[src/rtl/udp_port_offset_signature_matcher_core_macros.svh]
// Assertion helpers, clocked on clk and disabled during rst.
`ifndef UDP_PORT_OFFSET_SIGNATURE_MATCHER_CORE_MACROS_SVH
`define UDP_PORT_OFFSET_SIGNATURE_MATCHER_CORE_MACROS_SVH

// Same-cycle implication.
`define UPSM_ASSERT_IMP(lbl, ante, cons, msg) \
  lbl: assert property (@(posedge clk) disable iff (rst) (ante) |-> (cons)) \
    else $error(msg);

// Next-cycle implication.
`define UPSM_ASSERT_NXT(lbl, ante, cons, msg) \
  lbl: assert property (@(posedge clk) disable iff (rst) (ante) |=> (cons)) \
    else $error(msg);

`endif

[src/rtl/upsm_pkg.sv]
`timescale 1ns / 1ps
package upsm_pkg;

  localparam int CMD_W    = 2;
  localparam int BYTE_W   = 8;
  localparam int IDX_W    = 2;
  localparam int OFF_W    = 11;
  localparam int LEN_W    = 5;
  localparam int CPOS_W   = 5;
  localparam int PORT_W   = 16;
  localparam int SCNT_W   = 3;
  localparam int MASK_W   = 4;
  localparam int COUNT_W  = 64;
  localparam int S_DATA_W = 32;
  localparam int M_DATA_W = 72;

  localparam logic [PORT_W-1:0] PORT_RESET = 16'd5001;

  localparam int HDR_BYTES        = 42;
  localparam int POS_ETYPE_HI     = 12;
  localparam int POS_ETYPE_LO     = 13;
  localparam int POS_VER_IHL      = 14;
  localparam int POS_PROTO        = 23;
  localparam int POS_DPORT_HI     = 36;
  localparam int POS_DPORT_LO     = 37;

  localparam logic [BYTE_W-1:0] ETYPE_HI_VAL = 8'h08;
  localparam logic [BYTE_W-1:0] ETYPE_LO_VAL = 8'h00;
  localparam logic [BYTE_W-1:0] VER_IHL_VAL  = 8'h45;
  localparam logic [BYTE_W-1:0] PROTO_UDP    = 8'd17;

  localparam logic REG_INSPECT_PORT = 1'b0;
  localparam logic REG_SIG_COUNT    = 1'b1;

  typedef enum logic [CMD_W-1:0] {
    CMD_FRAME_BYTE = 2'd0,
    CMD_SET_SIG    = 2'd1,
    CMD_SET_CHAR   = 2'd2
  } cmd_t;

  typedef struct packed {
    cmd_t                cmd;
    logic [BYTE_W-1:0]   data_byte;
    logic                last_byte;
    logic [IDX_W-1:0]    sig_index;
    logic [OFF_W-1:0]    sig_offset;
    logic [LEN_W-1:0]    sig_length;
    logic [CPOS_W-1:0]   char_pos;
  } item_t;

  typedef struct packed {
    logic pos_ok;
    logic header_good;
    logic short_frame;
  } hdr_status_t;

  typedef struct packed {
    logic              fire;
    logic              frame;
    logic              last;
    logic [BYTE_W-1:0] data;
  } s2_ctl_t;

endpackage

[src/rtl/upsm_hdr_check.sv]
`timescale 1ns / 1ps
module upsm_hdr_check #(
  parameter int MAX_FRAME = 2048,
  parameter int POS_W     = 12
) (
  input  logic                           clk,
  input  logic                           rst,
  input  logic                           fire,
  input  logic [upsm_pkg::BYTE_W-1:0]    data_byte,
  input  logic                           last_byte,
  input  logic [upsm_pkg::PORT_W-1:0]    inspect_port,
  output logic [POS_W-1:0]               pos,
  output logic [POS_W-1:0]               flen,
  output upsm_pkg::hdr_status_t          status
);

  logic                          header_ok;
  logic                          header_ok_next;
  logic [upsm_pkg::BYTE_W-1:0]   port_high;
  logic [upsm_pkg::BYTE_W-1:0]   port_high_next;
  logic                          pos_ok;

  assign pos_ok = (pos != POS_W'(MAX_FRAME));
  assign flen   = pos_ok ? pos + POS_W'(1) : pos;

  always_comb begin
    header_ok_next = header_ok;
    port_high_next = port_high;
    if (pos_ok) begin
      if (pos == POS_W'(upsm_pkg::POS_ETYPE_HI) && data_byte != upsm_pkg::ETYPE_HI_VAL)
        header_ok_next = 1'b0;
      if (pos == POS_W'(upsm_pkg::POS_ETYPE_LO) && data_byte != upsm_pkg::ETYPE_LO_VAL)
        header_ok_next = 1'b0;
      if (pos == POS_W'(upsm_pkg::POS_VER_IHL) && data_byte != upsm_pkg::VER_IHL_VAL)
        header_ok_next = 1'b0;
      if (pos == POS_W'(upsm_pkg::POS_PROTO) && data_byte != upsm_pkg::PROTO_UDP)
        header_ok_next = 1'b0;
      if (pos == POS_W'(upsm_pkg::POS_DPORT_HI))
        port_high_next = data_byte;
      if (pos == POS_W'(upsm_pkg::POS_DPORT_LO) && {port_high, data_byte} != inspect_port)
        header_ok_next = 1'b0;
    end
  end

  assign status.pos_ok      = pos_ok;
  assign status.header_good = header_ok_next;
  assign status.short_frame = (flen < POS_W'(upsm_pkg::HDR_BYTES));

  always_ff @(posedge clk) begin
    if (rst) begin
      pos       <= '0;
      header_ok <= 1'b1;
      port_high <= '0;
    end else if (fire) begin
      if (last_byte) begin
        pos       <= '0;
        header_ok <= 1'b1;
        port_high <= '0;
      end else begin
        pos       <= flen;
        header_ok <= header_ok_next;
        port_high <= port_high_next;
      end
    end
  end

endmodule

[src/rtl/upsm_sig_lane.sv]
`timescale 1ns / 1ps
module upsm_sig_lane #(
  parameter int LANE     = 0,
  parameter int MAX_WORD = 20,
  parameter int POS_W    = 12
) (
  input  logic                   clk,
  input  logic                   rst,
  input  logic                   s1_fire,
  input  upsm_pkg::item_t        item,
  input  logic [POS_W-1:0]       pos,
  input  logic [POS_W-1:0]       flen,
  input  logic                   pos_ok,
  input  upsm_pkg::s2_ctl_t      s2,
  output logic                   lane_ok
);

  localparam int AW   = (MAX_WORD > 1) ? $clog2(MAX_WORD) : 1;
  localparam int LREQ = $clog2(MAX_WORD + 1);
  localparam int LW   = (LREQ > upsm_pkg::LEN_W) ? LREQ : upsm_pkg::LEN_W;
  localparam int PW   = (POS_W > upsm_pkg::OFF_W) ? POS_W : upsm_pkg::OFF_W;
  localparam int CW   = PW + 2;

  logic [upsm_pkg::OFF_W-1:0]   off_r;
  logic [LW-1:0]                len_r;
  logic [upsm_pkg::BYTE_W-1:0]  chars [MAX_WORD];

  logic                         sel;
  logic [LW-1:0]                len_clamped;
  logic [CW-1:0]                rel;
  logic [CW-1:0]                diff;
  logic [CW-1:0]                cpos_w;
  logic                         in_win;
  logic                         fits;

  logic [upsm_pkg::BYTE_W-1:0]  rd_data;
  logic                         hit;
  logic                         zero_len;
  logic                         fits_r;
  logic                         match_so_far;
  logic                         match_now;

  assign sel         = (int'(item.sig_index) == LANE);
  assign len_clamped = (LW'(item.sig_length) > LW'(MAX_WORD)) ? LW'(MAX_WORD)
                                                              : LW'(item.sig_length);
  assign rel    = CW'(pos) - CW'(upsm_pkg::HDR_BYTES);
  assign diff   = rel - CW'(off_r);
  assign cpos_w = CW'(item.char_pos);
  assign in_win = (item.cmd == upsm_pkg::CMD_FRAME_BYTE) && pos_ok &&
                  (CW'(pos) >= CW'(upsm_pkg::HDR_BYTES)) &&
                  (rel >= CW'(off_r)) && (diff < CW'(len_r));
  assign fits   = (CW'(upsm_pkg::HDR_BYTES) + CW'(off_r) + CW'(len_r)) <= CW'(flen);

  always_ff @(posedge clk) begin
    if (s1_fire) begin
      if (item.cmd == upsm_pkg::CMD_SET_SIG && sel) begin
        off_r <= item.sig_offset;
        len_r <= len_clamped;
      end
      if (item.cmd == upsm_pkg::CMD_SET_CHAR && sel && cpos_w < CW'(MAX_WORD))
        chars[cpos_w[AW-1:0]] <= item.data_byte;
      if (in_win)
        rd_data <= chars[diff[AW-1:0]];
      hit      <= in_win;
      zero_len <= (len_r == '0);
      fits_r   <= fits;
    end
  end

  assign match_now = match_so_far && !(hit && rd_data != s2.data);
  assign lane_ok   = zero_len || (match_now && fits_r);

  always_ff @(posedge clk) begin
    if (rst) begin
      match_so_far <= 1'b1;
    end else if (s2.fire && s2.frame) begin
      match_so_far <= s2.last ? 1'b1 : match_now;
    end
  end

endmodule

[src/rtl/udp_port_offset_signature_matcher_core.sv]
// UDP destination port filter with fixed-offset payload signature matching.
// s_axis carries one item per transfer: tuser is the command (frame byte,
// set signature offset/length, set signature character), tlast marks the
// final byte of a frame. Only a frame byte with tlast set yields a result.
// m_axis carries one result per frame: forward, too_short, match mask and
// the running count of forwarded frames.
// cfg_we/cfg_index/cfg_data write inspect_port (0) and signature_count (1);
// write them only while no frame is in flight.
// Throughput: one item per cycle unless a result waits on a stalled m_axis.
// The last frame byte passes the input register, the header and window stage
// with a registered signature read, then compare and result.
// Reset clears the pipeline, the frame state, the counter and the config
// registers; signature table contents are kept until rewritten.
// When m_axis stalls, the waiting result holds and items that give no result
// keep flowing until the next result reaches the compare stage.
`timescale 1ns / 1ps
`include "udp_port_offset_signature_matcher_core_macros.svh"
module udp_port_offset_signature_matcher_core #(
  parameter int NUM_SIGNATURES = 4,
  parameter int MAX_WORD       = 20,
  parameter int MAX_FRAME      = 2048
) (
  input  logic                              clk,
  input  logic                              rst,
  input  logic                              s_axis_tvalid,
  output logic                              s_axis_tready,
  // data_byte[7:0], sig_index[9:8], sig_offset[20:10], sig_length[25:21],
  // char_pos[30:26], zero[31]
  input  logic [upsm_pkg::S_DATA_W-1:0]     s_axis_tdata,
  // command[1:0]
  input  logic [upsm_pkg::CMD_W-1:0]        s_axis_tuser,
  input  logic                              s_axis_tlast,
  output logic                              m_axis_tvalid,
  input  logic                              m_axis_tready,
  // forward[0], too_short[1], match_mask[5:2], inspected_count[69:6], zero[71:70]
  output logic [upsm_pkg::M_DATA_W-1:0]     m_axis_tdata,
  input  logic                              cfg_we,
  input  logic                              cfg_index,
  input  logic [upsm_pkg::PORT_W-1:0]       cfg_data
);

  localparam int POS_W = $clog2(MAX_FRAME + 1);

  logic [upsm_pkg::PORT_W-1:0]   inspect_port;
  logic [upsm_pkg::SCNT_W-1:0]   signature_count;

  logic                          s1_valid;
  upsm_pkg::item_t               s1_item;
  logic                          s1_adv;
  logic                          s1_fire;

  logic                          s2_valid;
  logic                          s2_frame;
  logic                          s2_last;
  logic [upsm_pkg::BYTE_W-1:0]   s2_byte;
  logic                          s2_fwd;
  logic                          s2_short;
  logic                          s2_emit;
  logic                          s2_adv;
  logic                          s2_fire;
  upsm_pkg::s2_ctl_t             s2_ctl;

  logic                          out_free;
  logic                          out_load;
  logic                          forward_r;
  logic                          too_short_r;
  logic [upsm_pkg::MASK_W-1:0]   match_mask_r;
  logic [upsm_pkg::COUNT_W-1:0]  frame_counter;
  logic [upsm_pkg::COUNT_W-1:0]  frame_counter_next;

  logic [POS_W-1:0]              pos;
  logic [POS_W-1:0]              flen;
  upsm_pkg::hdr_status_t         hdr_status;

  logic [NUM_SIGNATURES-1:0]     lane_ok;
  logic [NUM_SIGNATURES-1:0]     lane_en;
  logic [NUM_SIGNATURES+upsm_pkg::MASK_W-1:0] ok_ext;
  logic [upsm_pkg::MASK_W-1:0]   mask;

  always_ff @(posedge clk) begin
    if (rst) begin
      inspect_port    <= upsm_pkg::PORT_RESET;
      signature_count <= '0;
    end else if (cfg_we) begin
      unique case (cfg_index)
        upsm_pkg::REG_INSPECT_PORT: inspect_port    <= cfg_data;
        upsm_pkg::REG_SIG_COUNT:    signature_count <= cfg_data[upsm_pkg::SCNT_W-1:0];
      endcase
    end
  end

  assign out_free      = !m_axis_tvalid || m_axis_tready;
  assign s2_emit       = s2_valid && s2_frame && s2_last;
  assign s2_adv        = !s2_emit || out_free;
  assign s2_fire       = s2_valid && s2_adv;
  assign s1_adv        = !s1_valid || s2_adv;
  assign s1_fire       = s1_valid && s1_adv;
  assign s_axis_tready = s1_adv;
  assign out_load      = s2_fire && s2_emit;

  always_ff @(posedge clk) begin
    if (rst) begin
      s1_valid <= 1'b0;
    end else if (s1_adv) begin
      s1_valid <= s_axis_tvalid;
    end
    if (s_axis_tvalid && s1_adv) begin
      s1_item.cmd        <= upsm_pkg::cmd_t'(s_axis_tuser);
      s1_item.data_byte  <= s_axis_tdata[7:0];
      s1_item.last_byte  <= s_axis_tlast;
      s1_item.sig_index  <= s_axis_tdata[9:8];
      s1_item.sig_offset <= s_axis_tdata[20:10];
      s1_item.sig_length <= s_axis_tdata[25:21];
      s1_item.char_pos   <= s_axis_tdata[30:26];
    end
  end

  upsm_hdr_check #(
    .MAX_FRAME (MAX_FRAME),
    .POS_W     (POS_W)
  ) u_hdr (
    .clk          (clk),
    .rst          (rst),
    .fire         (s1_fire && s1_item.cmd == upsm_pkg::CMD_FRAME_BYTE),
    .data_byte    (s1_item.data_byte),
    .last_byte    (s1_item.last_byte),
    .inspect_port (inspect_port),
    .pos          (pos),
    .flen         (flen),
    .status       (hdr_status)
  );

  always_ff @(posedge clk) begin
    if (rst) begin
      s2_valid <= 1'b0;
    end else if (s2_adv) begin
      s2_valid <= s1_valid;
    end
    if (s1_fire) begin
      s2_frame <= (s1_item.cmd == upsm_pkg::CMD_FRAME_BYTE);
      s2_last  <= s1_item.last_byte;
      s2_byte  <= s1_item.data_byte;
      s2_fwd   <= hdr_status.header_good && !hdr_status.short_frame;
      s2_short <= hdr_status.short_frame;
    end
  end

  assign s2_ctl.fire  = s2_fire;
  assign s2_ctl.frame = s2_frame;
  assign s2_ctl.last  = s2_last;
  assign s2_ctl.data  = s2_byte;

  for (genvar g = 0; g < NUM_SIGNATURES; g++) begin : g_lane
    upsm_sig_lane #(
      .LANE     (g),
      .MAX_WORD (MAX_WORD),
      .POS_W    (POS_W)
    ) u_lane (
      .clk     (clk),
      .rst     (rst),
      .s1_fire (s1_fire),
      .item    (s1_item),
      .pos     (pos),
      .flen    (flen),
      .pos_ok  (hdr_status.pos_ok),
      .s2      (s2_ctl),
      .lane_ok (lane_ok[g])
    );
  end

  always_comb begin
    for (int i = 0; i < NUM_SIGNATURES; i++) begin
      lane_en[i] = (int'(signature_count) > i);
    end
  end

  assign ok_ext             = {{upsm_pkg::MASK_W{1'b0}}, lane_ok & lane_en};
  assign mask               = s2_fwd ? ok_ext[upsm_pkg::MASK_W-1:0] : '0;
  assign frame_counter_next = s2_fwd ? frame_counter + 64'd1 : frame_counter;

  always_ff @(posedge clk) begin
    if (rst) begin
      m_axis_tvalid <= 1'b0;
      frame_counter <= '0;
    end else if (out_load) begin
      m_axis_tvalid <= 1'b1;
      frame_counter <= frame_counter_next;
    end else if (m_axis_tready) begin
      m_axis_tvalid <= 1'b0;
    end
    if (out_load) begin
      forward_r    <= s2_fwd;
      too_short_r  <= s2_short;
      match_mask_r <= mask;
    end
  end

  assign m_axis_tdata = {2'b00, frame_counter, match_mask_r, too_short_r, forward_r};

  `UPSM_ASSERT_IMP(a_short_not_fwd, m_axis_tvalid && too_short_r, !forward_r, "short frame forwarded")
  `UPSM_ASSERT_IMP(a_mask_needs_fwd, m_axis_tvalid && !forward_r, match_mask_r == '0, "mask without forward")
  `UPSM_ASSERT_NXT(a_count_step, out_load && s2_fwd, frame_counter == $past(frame_counter) + 64'd1, "counter step")
  `UPSM_ASSERT_NXT(a_s2_hold, s2_valid && !s2_adv, s2_valid && $stable(s2_byte), "stalled stage lost")

endmodule

[config.mk]
export PLATFORM = sky130hd
export DESIGN_NAME = udp_port_offset_signature_matcher_core
export DESIGN_NICKNAME = d
export VERILOG_FILES = /design/src/rtl/upsm_pkg.sv /design/src/rtl/upsm_hdr_check.sv /design/src/rtl/upsm_sig_lane.sv /design/src/rtl/udp_port_offset_signature_matcher_core.sv
export VERILOG_INCLUDE_DIRS = /design/src /design/src/rtl
export SDC_FILE = /design/constraint.sdc
export NUM_CORES = 1
export LEC_CHECK = 0
export BUFFER_PORTS_ARGS = -buffer_cell sky130_fd_sc_hd__buf_2
export CAP_MARGIN = 20
export CORE_MARGIN = 4
export CORE_UTILIZATION = 62
export CTS_CLUSTER_DIAMETER = 120
export DETAILED_ROUTE_END_ITERATION = 12
export PLACE_DENSITY = 0.8
export SYNTH_ARGS = -nofsm -noshare
export SYNTH_HDL_FRONTEND = slang
export SYNTH_SLANG_ARGS = --single-unit
[constraint.sdc]
create_clock -name clk -period 7.59 [get_ports clk]
set_input_delay 0.759 -clock clk [delete_from_list [all_inputs] [get_ports clk]]
set_output_delay 0.759 -clock clk [all_outputs]
set_load 0.05 [all_outputs]
==> impl_metrics.env <==
export IMPL_outcome="complete, no violations"
export IMPL_holdWs_ns=0.276
export IMPL_core_rowCount=93
export IMPL_synth_seq_cells=911
export IMPL_ios=131
export IMPL_power_density_nw_per_um2=227
export IMPL_ant_nets=0
export IMPL_synth_top_area_share=0.589
export IMPL_grtUsageMet3=0.0481
export IMPL_grt_overflow=0
export IMPL_port_buffers=127
export IMPL_cts_setup_buffers=0
export IMPL_setup_worst_path_end_class="flop"
export IMPL_finalCritPeriodShare=0.748
export IMPL_fin_ws_ns=1.91
export IMPL_clock_sinks=911
export IMPL_initial_core_util=0.629
export IMPL_yosys_warnings=0
export IMPL_dr_pass1_iters=6
export IMPL_critical_path_cell_count=15
export IMPL_root_buffer="clkbuf_16"
export IMPL_min_from="s_axis_tdata[29]"
export IMPL_path_max_fanout=11
export IMPL_cp_required_ns=7.94
export IMPL_slowest_delay_ns=0.81
export IMPL_dr_first_iter_drc_count=2687
export IMPL_ys_flop_type="edfxtp_1"
export IMPL_critPathKind="flop to flop"
export IMPL_cp_top_family="compound AO/OA/AOI/OAI gates"
export IMPL_finalHoldViolCount=0
export IMPL_synth_area_leader_cell="edfxtp_1"
export IMPL_r2r_slack_ns=1.91
export IMPL_clk_pin_slew_worst_paths_ns=0.07
export IMPL_slew_violations=0
export IMPL_grt_busiest_layer="met2"
export IMPL_pre_cts_slack_ns=1.72
export IMPL_rsz0062_at_grt="no"
export IMPL_fillers=4060
export IMPL_wirelength_um=102000
export IMPL_ys_seq_area_frac=0.644
export IMPL_drt_vias_per_instance=6.49
export IMPL_netlist_top_cells_area="edfxtp_1 (59%), mux4_2 (11%), dfxtp_1 (5.5%)"
export IMPL_cp_data_arrival_time_ns=6.03
export IMPL_vdd_drop_max_v=0.000263
export IMPL_timing_rr_start="u_hdr.pos[1]"
export IMPL_area_delta_synth_final_pct=11.5
export IMPL_grt_use_met1=0.389
export IMPL_htreeDepth=3
export IMPL_synth_cell_type_count=71
export IMPL_cap_viol_max_count=0
export IMPL_die_x_um=264
export IMPL_r2r_end="g_lane[3].u_lane.rd_data[5]"
export IMPL_async_reset_ff_frac=0
export IMPL_mostFrequentLayoutCells="edfxtp_1 (800), nor2_1 (242), mux4_2 (192)"
export IMPL_slowest_stage="a21oi_1"
export IMPL_clk_path_buf_depth=3
export IMPL_wl_per_cell_um=26.9
export IMPL_antenna_found_initial=1
export IMPL_finalSetupViolations=0
export IMPL_die_h_um=264
export IMPL_path_cells="inv_1 > ha_1 > inv_1 > ha_1 > nor2b_1 > o31a_1 > a21oi_1 > ha_1 > o21ai_0 > a21oi_1 > a2111oi_0 > nand3_1 > nor4_1 > nor3b_1 > clkbuf_2"
export IMPL_hold_class="input port to flop"
export IMPL_fin_nets=3073
export IMPL_fmax_ghz=0.176
export IMPL_worst_setup_path_start_kind="flop"
export IMPL_slew_headroom=0.266
export IMPL_holdPathEnd="s1_item[3]"
export IMPL_tightest_slew_ns=1.10
export IMPL_grt_pass1_wl_um=155000
export IMPL_hold_buffers=0
export IMPL_min_path_cells=1
export IMPL_avgSynthCellArea_um2=15.1
export IMPL_fin_setup_tns_ns=0
export IMPL_period_minus_slack_ns=5.68
export IMPL_syn_inst=2698
export IMPL_rr_worst_depth=15
export IMPL_drive_gt1_frac=0.188
export IMPL_dp_hpwl_um=65700
export IMPL_power_mw=10.3
export IMPL_cts_tree="built"
export IMPL_fin_util=0.701
export IMPL_synth_edf_count=800
export IMPL_grt_util_met2=0.486
export IMPL_path_buf_inv=3
export IMPL_critical_path_most_common_cell="ha_1"
export IMPL_syn_area_um2=40800
export IMPL_insertedDiodeCount=0
export IMPL_place_gp_congestion=0.932
export IMPL_grtUsageTotal=0.292
export IMPL_final_common_cell="edfxtp_1"
export IMPL_design_die_area_um2=69900
export IMPL_vias=24620
export IMPL_skew_ns=0.0303
export IMPL_cts_buffers=92
export IMPL_grt_max_degree=109
export IMPL_p_leak_nw=15.6
export IMPL_cts_resized_gates=0
export IMPL_first_global_vias=24853
export IMPL_core_area_um2=64800
export IMPL_clk_latency_ns=0.67
export IMPL_drc=0
## metrics by stage
stage | instance area (um^2) | instances
floorplan | 40800 | 2699
global placement | 42400 | 3619
detailed placement | 42400 | 3619
CTS | 45400 | 3789
global route | 45400 | 3796
finish | 45400 | 3796
## sequential cells by signal, summed over array words and instances, names as in the netlist, 3 cells and up
signal,cells
s1_item,34
g_lane.u_lane.rd_data,32
inspect_port,16
match_mask_r,4
g_lane.u_lane.off_r,44
g_lane.u_lane.fits_r,4
s2_byte,8
u_hdr.pos,12
g_lane.u_lane.match_so_far,4
frame_counter,64
u_hdr.port_high,8
g_lane.u_lane.len_r,20
g_lane.u_lane.chars,640
g_lane.u_lane.hit,4
signature_count,3
g_lane.u_lane.zero_len,4
## worst max-delay path by stage
stage	start	to	slack (ns)
floorplan	u_hdr.pos[1]	g_lane[2].u_lane.rd_data[0]	2.92
global placement	u_hdr.pos[1]	g_lane[3].u_lane.rd_data[0]	1.83
detailed placement	u_hdr.pos[1]	g_lane[3].u_lane.rd_data[1]	1.72
CTS	u_hdr.pos[1]	g_lane[3].u_lane.rd_data[4]	1.64
global route	u_hdr.pos[1]	g_lane[3].u_lane.rd_data[5]	1.41
finish	u_hdr.pos[1]	g_lane[3].u_lane.rd_data[5]	1.91
## Yosys cell counts (13+ instances only)
cell type	instances
nand4_1	31
a21o_1	29
nand3b_1	13
ha_1	143
nand2_1	143
buf_1	23
mux2_2	33
mux4_2	192
clkbuf_1	68
dfxtp_1	111
inv_1	117
nor2b_1	32
a21oi_1	92
nor2_1	242
xor2_1	65
xnor2_1	133
o21ai_0	83
a22oi_1	13
nor4_1	18
edfxtp_1	800
or3_1	15
and3_1	23
nor3_1	33
o21a_1	20
nand3_1	58
## cell type report
type	instances	area, um^2	share of cell area
multi-input cells	1571	13700	0.302
clock buffers	111	2450	0.0538
inverters	120	450	0.00991
flip-flops and latches	911	26200	0.578
clock inverters	59	531	0.0117
repair buffers	169	971	0.0214
well taps	855	1070	0.0235
## logic make-up after synthesis
family / Yosys count / share of synthesized area
xor gates and xnor gates: 198 / 0.0426
and+or+nand+nor: 677 / 0.0806
other: 1 / 0.0000920
muxes: 230 / 0.116
adders and majority gates: 151 / 0.0478
DFF: 911 / 0.644
AOI/OAI and AO/OA: 313 / 0.0480
buffers and inverters: 217 / 0.0204
## where the power goes
group / switching [mW] / internal, mW / total [mW]
logic: 0.211 / 0.0870 / 0.298
clock network: 1.96 / 2.52 / 4.48
registers: 0.0429 / 5.50 / 5.55
total: 2.21 / 8.11 / 10.3
## routing by layer
metal	wire [um]	vias up
met5	0	-
met4	5350	0
met3	8080	302
met2	50600	1269
met1	38100	12382
li1	-	10667
(Power assumes the default switching activity.)
